`src/hw/rtl/scm_pkg.sv`:
```
// Shared constants, types and the state encoding of the sample covariance matrix core.
// No dependencies; every other file but scm_ram imports this package.
package scm_pkg;

   localparam int MAX_SAMPLES  = 256;
   localparam int MAX_FEATURES = 8;
   localparam int SAMPLE_WIDTH = 16;
   localparam int STORE_DEPTH  = MAX_SAMPLES * MAX_FEATURES;
   localparam int ADDR_W       = $clog2(STORE_DEPTH);
   localparam int ROWS_W       = 9;
   localparam int COLS_W       = 4;
   localparam int IDX_W        = 3;
   localparam int COV_W        = 33;
   localparam int SUM_W        = 25;
   localparam int PROD_W       = 2 * SAMPLE_WIDTH;
   localparam int SXY_W        = 40;
   localparam int NUM_W        = 49;
   localparam int MAG_W        = NUM_W - 1;
   localparam int DIV_W        = 16;
   localparam int STEP_W       = $clog2(MAG_W);
   localparam int TOTAL_W      = ADDR_W + 1;
   localparam int CSR_IDX_W    = 2;
   localparam int CSR_DATA_W   = ROWS_W;

   localparam logic [CSR_IDX_W-1:0] CSR_NUM_SAMPLES  = 2'd0;
   localparam logic [CSR_IDX_W-1:0] CSR_NUM_FEATURES = 2'd1;

   typedef enum logic [2:0] {
      ST_IDLE,
      ST_SUM,
      ST_MUL,
      ST_NUMER,
      ST_DIV,
      ST_EMIT
   } state_type;

   typedef struct packed {
      logic load;
      logic clear;
      logic issue;
      logic mul;
      logic numer;
      logic div_step;
      logic advance;
   } cmd_type;

   typedef struct packed {
      logic load_last;
      logic rows_done;
      logic pipe_busy;
      logic div_done;
      logic last_entry;
   } status_type;

endpackage

```
`src/hw/rtl/scm_ctrl.sv`:
```
// Controller state machine of the sample covariance matrix core.
// Depends on scm_pkg; drives scm_datapath through cmd_type.
module scm_ctrl
   import scm_pkg::*;
(
   input  logic       clock,
   input  logic       reset,
   input  logic       start,
   input  status_type status,
   output cmd_type    cmd,
   output logic       busy,
   output logic       emit
);

   state_type state_ff, state_in;

   always_ff @(posedge clock) begin
      if (reset) begin
         state_ff <= ST_IDLE;
      end else begin
         state_ff <= state_in;
      end
   end

   always_comb begin
      state_in = state_ff;
      case (state_ff)
         ST_IDLE: begin
            if (start && status.load_last) state_in = ST_SUM;
         end
         ST_SUM: begin
            if (status.rows_done && !status.pipe_busy) state_in = ST_MUL;
         end
         ST_MUL:   state_in = ST_NUMER;
         ST_NUMER: state_in = ST_DIV;
         ST_DIV: begin
            if (status.div_done) state_in = ST_EMIT;
         end
         ST_EMIT: begin
            state_in = status.last_entry ? ST_IDLE : ST_SUM;
         end
         default: state_in = ST_IDLE;
      endcase
   end

   always_comb begin
      cmd  = '0;
      busy = 1'b1;
      emit = 1'b0;
      case (state_ff)
         ST_IDLE: begin
            busy      = 1'b0;
            cmd.load  = start;
            cmd.clear = start && status.load_last;
         end
         ST_SUM:   cmd.issue    = !status.rows_done;
         ST_MUL:   cmd.mul      = 1'b1;
         ST_NUMER: cmd.numer    = 1'b1;
         ST_DIV:   cmd.div_step = 1'b1;
         ST_EMIT: begin
            emit        = 1'b1;
            cmd.advance = 1'b1;
            cmd.clear   = !status.last_entry;
         end
         default: busy = 1'b1;
      endcase
   end

endmodule

```
`config.mk`:
```
export PLATFORM = sky130hd
export DESIGN_NAME = scm_ctrl
export DESIGN_NICKNAME = d
export VERILOG_FILES = /design/src/hw/rtl/scm_pkg.sv /design/src/hw/rtl/scm_ctrl.sv
export SDC_FILE = /design/constraint.sdc
export NUM_CORES = 1
export LEC_CHECK = 0
export ABC_CLOCK_PERIOD_IN_PS = 1410
export CAP_MARGIN = 5
export CORE_AREA = 5 5 42 44
export CTS_BUF_LIST = sky130_fd_sc_hd__clkbuf_4 sky130_fd_sc_hd__clkbuf_8 sky130_fd_sc_hd__clkbuf_16
export DETAILED_ROUTE_END_ITERATION = 12
export DIE_AREA = 0 0 47 49
export DONT_BUFFER_PORTS = 1
export PLACE_DENSITY = 0.31
export SLEW_MARGIN = 10
export SYNTH_ARGS = -nofsm -noshare
export SYNTH_HDL_FRONTEND = slang
export SYNTH_SLANG_ARGS = --single-unit
```
`constraint.sdc`:
```
create_clock -name clock -period 1.41 [get_ports clock]
set_input_delay 0.282 -clock clock [delete_from_list [all_inputs] [get_ports clock]]
set_output_delay 0.282 -clock clock [all_outputs]
set_load 0.02 [all_outputs]
```
==> metrics.yaml, run 1 <==
outcome:
  status: "finished, violations left"
  violations: "setup timing"
clock_network:
  cts_tree: "yes"
  ctsHoldBuffers: 0
  clk_path_buf_depth: 2
  cts_sinks: 3
  clkSlewWorstSetupHoldPaths_ns: 0.03
  insertion_delay_ns: 0.23
  root_buffer: "clkbuf_4"
  numCtsBuffers: 3
  cts-htree-levels: 1
synth:
  yosysTopAreaCell: "dfxtp_1"
  synth_edf_count: 0
  synth_top_family_by_area: "simple AND/OR/NAND/NOR gates"
  yosysWarnings: 0
  synthCells: 31
  synthMuxAreaShare_pct: 0
  synth-simple-area-share_pct: 42.6
  synth-main-ff-cell: "dfxtp_1"
  synth_xor_area_share_pct: 0
  synth-seq-cells: 3
  yosysSeqAreaShare_pct: 25.3
  syn_area_um2: 238
  synth_compound_area_share_pct: 21.1
  synthAdderAreaFrac_pct: 0
  async_flop_share_pct: 0
  synth_common_cells: "dfxtp_1 (3), inv_1 (3), nand2_1 (3), nor2_1 (3), nor3b_1 (3)"
  avgSynthCellArea_um2: 7.67
  synth_area_leaders: "dfxtp_1 (25%), nor3b_1 (9.5%), and2b_2 (7.4%), buf_4 (6.3%), o22ai_2 (5.3%)"
  syn-num-nets: 39
  ys_types: 18
  synth.top_cell.area_share_pct: 25.3
finish:
  register_area_um2: 66.3
  reg_top3: "state_ff (3)"
  drive_gt1_share_pct: 67.5
  fill_cells: 156
  syn_to_final_growth_pct: 53.7
  largest_reg_flops: 3
  multi_input_area_um2: 179
  final_core_utilization_pct: 26.1
  final_nets: 49
  top_register: "state_ff"
  antenna_cells: 0
power_and_ir_drop:
  p_clk_share_pct: 48.2
  pwr-share-comb_pct: 25.2
  p_leak_uw: 0.000170
  powerDensity_mw_per_mm2: 953
  pwr-share-seq_pct: 26.6
  ir_worst_vdd_mv: 0.664
  swShare_pct: 26.0
  internal-power_uw: 258
  p_sw_uw: 90.4
floorplan:
  boundaryPins: 17
  num_rows: 14
  start_util_pct: 17.0
  fp.coreArea_mm2: 0.00140
  die_x_um: 47
  fp.dieH_um: 49
  design.die.area_mm2: 0.00230
sta:
  grt_setup_unrepaired: "yes"
  setup_ws_ns: -0.0547
  fmax_mhz: 683
  slew_headroom_pct: 85.3
  drv_slew: 0
  tns_ns: -0.103
  fin_crit_sh_pct: 104
  setup_viol: 2
  hold_viol: 0
  worst_pin_slew_ns: 0.226
  fin_skew_ns: 0.00358
  period_needed_ns: 1.46
route:
  dr_wl_met3_um: 104
  totalWireLength_um: 629
  met1_length_um: 208
  first_iter_violations: 0
  routed.top_layer: "met3"
  vias: 250
  routed_via_density: 4.46
  drtAntennaViolNets: 0
  met2_length_um: 315
  wire_per_inst_um: 11.2
  dr.pass1.iters: 1
  drc: 0
global_route:
  grt_pass1_wl_um: 931
  grt_max_degree: 12
  antenna_found_initial: 0
  grt_pass1_vias: 235
  grt_overflow: 0
  globalRouteTotalUtil_pct: 5.84
worst_setup_path:
  cp.arrival_ns: 1.18
  criticalPathCategory: "flip-flop to primary output"
  cp.required_ns: 1.13
  cpLargestDelayFamily: "simple AND/OR/NAND/NOR gates"
  critPathSlowestCell: "or3_4"
  crit_fanout: 3
  end_kind: "primary output"
  cp_cell_sequence: "or3_4, nor2_2, buf_6"
  cp_num_buf_inv: 1
  slowest_delay_ns: 0.41
  critPathLaunchType: "flip-flop"
hold_path:
  hold_path.class: "input pin to flip-flop"
place:
  gp_routability_congestion: 0.598
  portBuffers: 0
  post-place-ws_ns: 0.112
  hpwlAfterDp_um: 503
run:
  cap_viol_max_count: 0
power by group through the flow:
stage | sequential [µW] | clock (µW) | combinational (µW)
after floorplan | 95.7 | 0 | 50.5
after global placement | 94.8 | 0 | 75.7
after detailed placement | 95.0 | 0 | 74.5
after CTS | 91.9 | 175 | 83.0
after global routing | 93.7 | 186 | 94.7
final | 92.7 | 168 | 87.8
per-stage QoR:
step           total power (µW)  hold slack, ns  cell area [µm²]  std cells
3_3_place_gp                171           0.357              288         51
2_1_floorplan               146           0.354              238         31
4_1_cts                     350           0.111              350         56
5_1_grt                     375          0.0957              365         56
6_report                    348           0.116              365         56
3_5_place_dp                169           0.361              288         51
final timing paths:
check              startpoint           to  slack [ns]  cells past startpoint
setup / recovery  state_ff[2]       cmd[6]       -0.05                      3
hold / removal          reset  state_ff[2]        0.12                      1
setup reg to reg  state_ff[2]  state_ff[2]        0.34                      4
hold reg to reg   state_ff[2]  state_ff[1]        0.60                      2
placed cells by master, fill, tap and decap left out:
cell      instances
buf_4             6
clkbuf_4          4
nor3b_2           2
nor2_2            2
nand2_1           2
and2b_2           2
inv_1             2
a21oi_1           2
dfxtp_2           2
and3b_2           1
and2_4            1
or3_4             1
nand2_2           1
o22ai_4           1
inv_4             1
a31oi_1           1
nor3_1            1
nor2_1            1
o211ai_1          1
a21o_2            1
nor3b_1           1
o21ai_0           1
and3_1            1
buf_6             1
dfxtp_4           1
layout make-up:
cell class	instances	area share [%]
clock buffer	4	8.22
multi-input combinational	23	49.0
sequential	3	18.2
timing repair buffer	7	15.4
tap	16	5.48
inverter	3	3.77
kinds of logic (layout without fill, tap and decap cells):
family | after synthesis | after routing
compound gates | 7 | 7
simple gates | 16 | 16
flops | 3 | 3
buf+inv | 5 | 14
metal layers:
| metal | vias to the layer above | global-route usage (%) |
|---|---|---|
| met5 | - | 0 |
| met4 | 0 | 1.84 |
| li1 | 124 | - |
| met2 | 12 | 9.73 |
| met1 | 114 | 4.38 |
| met3 | 0 | 5.90 |
what timing repair did:
item | in CTS | in global routing
buffers inserted | 1 | 0
setup endpoints to repair | 7 | 6
gates resized for setup | 9 | 6
pin swaps | 2 | 0
Power figures use the tool's default switching activity.
==> run 2: changes to the inputs <==
--- a/config.mk
+++ b/config.mk
@@ -13,6 +13,7 @@
 export DIE_AREA = 0 0 47 49
 export DONT_BUFFER_PORTS = 1
 export PLACE_DENSITY = 0.31
+export SETUP_SLACK_MARGIN = 0.3
 export SLEW_MARGIN = 10
 export SYNTH_ARGS = -nofsm -noshare
 export SYNTH_HDL_FRONTEND = slang
==> metrics.yaml, run 2 (synthesis gave the netlist of run 1 again) <==
outcome:
  status: "finished, violations left"  # unchanged
  violations: "setup timing"  # unchanged
power_and_ir_drop:
  swShare_pct: 27.2  # was 26.0%
  p_leak_uw: 0.000207  # was 0.000170 µW
  internal-power_uw: 266  # was 258 µW
  pwr-share-seq_pct: 25.3  # was 26.6%
  pwr-share-comb_pct: 28.8  # was 25.2%
  ir_worst_vdd_mv: 0.366  # was 0.664 mV
  p_clk_share_pct: 45.9  # was 48.2%
  p_sw_uw: 99.3  # was 90.4 µW
  total_power_uw: 365  # was 348 µW
  powerDensity_mw_per_mm2: 803  # was 953 mW/mm²
sta:
  worst_pin_slew_ns: 0.293  # was 0.226 ns
  hold_viol: 0  # unchanged
  setup_viol: 3  # was 2
  fin_skew_ns: 0.00125  # was 0.00358 ns
  slew_headroom_pct: 80.5  # was 85.3%
  fin_crit_sh_pct: 105  # was 104%
  drv_slew: 0  # unchanged
  setup_ws_ns: -0.0733  # was -0.0547 ns
  fin_hold_ws_ns: 0.111  # was 0.116 ns
  period_needed_ns: 1.48  # was 1.46 ns
  grt_setup_unrepaired: "yes"  # unchanged
  fmax_mhz: 674  # was 683 MHz
run:
  cap_viol_max_count: 0  # unchanged
finish:
  largest_reg_flops: 3  # unchanged
  final_nets: 52  # was 49
  drive_gt1_share_pct: 74.4  # was 67.5%
  layout_commonest_cell: "buf_6"  # was buf_4
  mostFrequentLayoutCells: "buf_6 (5), clkbuf_4 (4), buf_4 (4)"  # was buf_4 (6), clkbuf_4 (4)
  top_register: "state_ff"  # unchanged
  reg_top3: "state_ff (3)"  # unchanged
  antenna_cells: 0  # unchanged
  fin_cells: 59  # was 56
  syn_to_final_growth_pct: 91.1  # was 53.7%
route:
  wire_per_inst_um: 13.2  # was 11.2 µm
  routed_via_density: 4.61  # was 4.46
  drc: 0  # unchanged
  first_iter_violations: 5  # was 0
  totalWireLength_um: 780  # was 629 µm
  vias: 272  # was 250
  dr.pass1.iters: 2  # was 1
  drtAntennaViolNets: 0  # unchanged
global_route:
  grt_max_degree: 7  # was 12
  globalRouteTotalUtil_pct: 7.47  # was 5.84%
  grt_overflow: 0  # unchanged
  grt_pass1_vias: 307  # was 235
  grt_pass1_wl_um: 1210  # was 931 µm
  antenna_found_initial: 0  # unchanged
worst_setup_path:
  end_kind: "primary output"  # unchanged
  criticalPathCategory: "flip-flop to primary output"  # unchanged
  cp.required_ns: 1.13  # about the same
  cp.arrival_ns: 1.20  # was 1.18 ns
  crit_fanout: 4  # was 3
  critPathLaunchType: "flip-flop"  # unchanged
floorplan:
  design.die.area_mm2: 0.00230  # unchanged
  die_x_um: 47  # unchanged
  num_rows: 14  # unchanged
  fp.coreArea_mm2: 0.00140  # unchanged
  start_util_pct: 17.0  # unchanged
  boundaryPins: 17  # unchanged
  fp.dieH_um: 49  # unchanged
clock_network:
  clk_path_buf_depth: 2  # unchanged
  cts_sinks: 3  # unchanged
  cts-htree-levels: 1  # unchanged
  insertion_delay_ns: 0.23  # about the same
  numCtsBuffers: 3  # unchanged
  ctsHoldBuffers: 0  # unchanged
  clkSlewWorstSetupHoldPaths_ns: 0.04  # was 0.03 ns
  cts_tree: "yes"  # unchanged
  root_buffer: "clkbuf_4"  # unchanged
hold_path:
  hold_path.class: "input pin to flip-flop"  # unchanged
place:
  gp_routability_congestion: 0.640  # was 0.598
  hpwlAfterDp_um: 506  # was 503 µm
  dp_cells: 47  # was 51
  portBuffers: 0  # unchanged
  post-place-ws_ns: 0.161  # was 0.112 ns
-- run 2: changes by cell type in the layout (fill, tap and decap cells not counted), moves of 2 or more --
cell	change
nor3b_4	+2
buf_6	+4
nor2_2	-2
buf_4	-2
nor2_4	+2
-- run 2: metal layers --
layer  routed length, µm  part of all wire, %  up-vias  global-route usage [%]
met4                   0                    0        0                    5.53
met5                   0                    0        -                       0
li1                    -                    -      130                       -
met1                 270                   35      133                    6.39
met2                 446                   57        9                    13.6
met3                  62                  7.9        0                    1.85
-- run 2: per-stage QoR --
step	instance area [µm²]	util, %	TNS [ns]
4_1_cts	428	30.5	-0.169
3_5_place_dp	290	20.7	0
6_report	454	32.4	-0.0894
2_1_floorplan	274	-	0
3_3_place_gp	290	20.7	0
5_1_grt	454	32.4	-0.259
-- run 2: critical path, cell delays in order (launching register included) --
cell and delay, ns:
dfxtp_4 0.34, or3_4 0.40, o22ai_4 0.23
-- run 2: path summary, 6_finish.rpt --
kind / start / endpoint / slack (ns) / cells past startpoint
setup / recovery: state_ff[0] / cmd[5] / -0.07 / 2
hold / removal: reset / state_ff[2] / 0.11 / 1
setup reg to reg: state_ff[2] / state_ff[0] / 0.11 / 7
hold reg to reg: state_ff[0] / state_ff[0] / 0.77 / 3
-- run 2: timing repair --
action	in CTS	in global routing
endpoints found under the setup margin	9	12
resized for setup	20	3
pin swaps	6	5
buffers inserted	6	2
-- run 2: layout make-up --
| class | instances | area (µm²) |
|---|---|---|
| Sequential cell | 3 | 68.8 |
| Clock buffer | 4 | 30.0 |
| Timing Repair Buffer | 10 | 101 |
| Multi-Input combinational cell | 23 | 215 |
| Tap cell | 16 | 20.0 |
| Fill cell | 154 | 947 |
| Inverter | 3 | 18.8 |
-- run 2: power by group through the flow --
| stage | logic, µW | clock network (µW) | registers, µW |
|---|---|---|---|
| after detailed placement | 69.3 | 0 | 98.6 |
| final | 105 | 167 | 92.4 |
| after floorplan | 58.5 | 0 | 96.9 |
| after CTS | 98.7 | 179 | 91.9 |
| after global routing | 112 | 183 | 93.2 |
| after global placement | 70.0 | 0 | 98.4 |
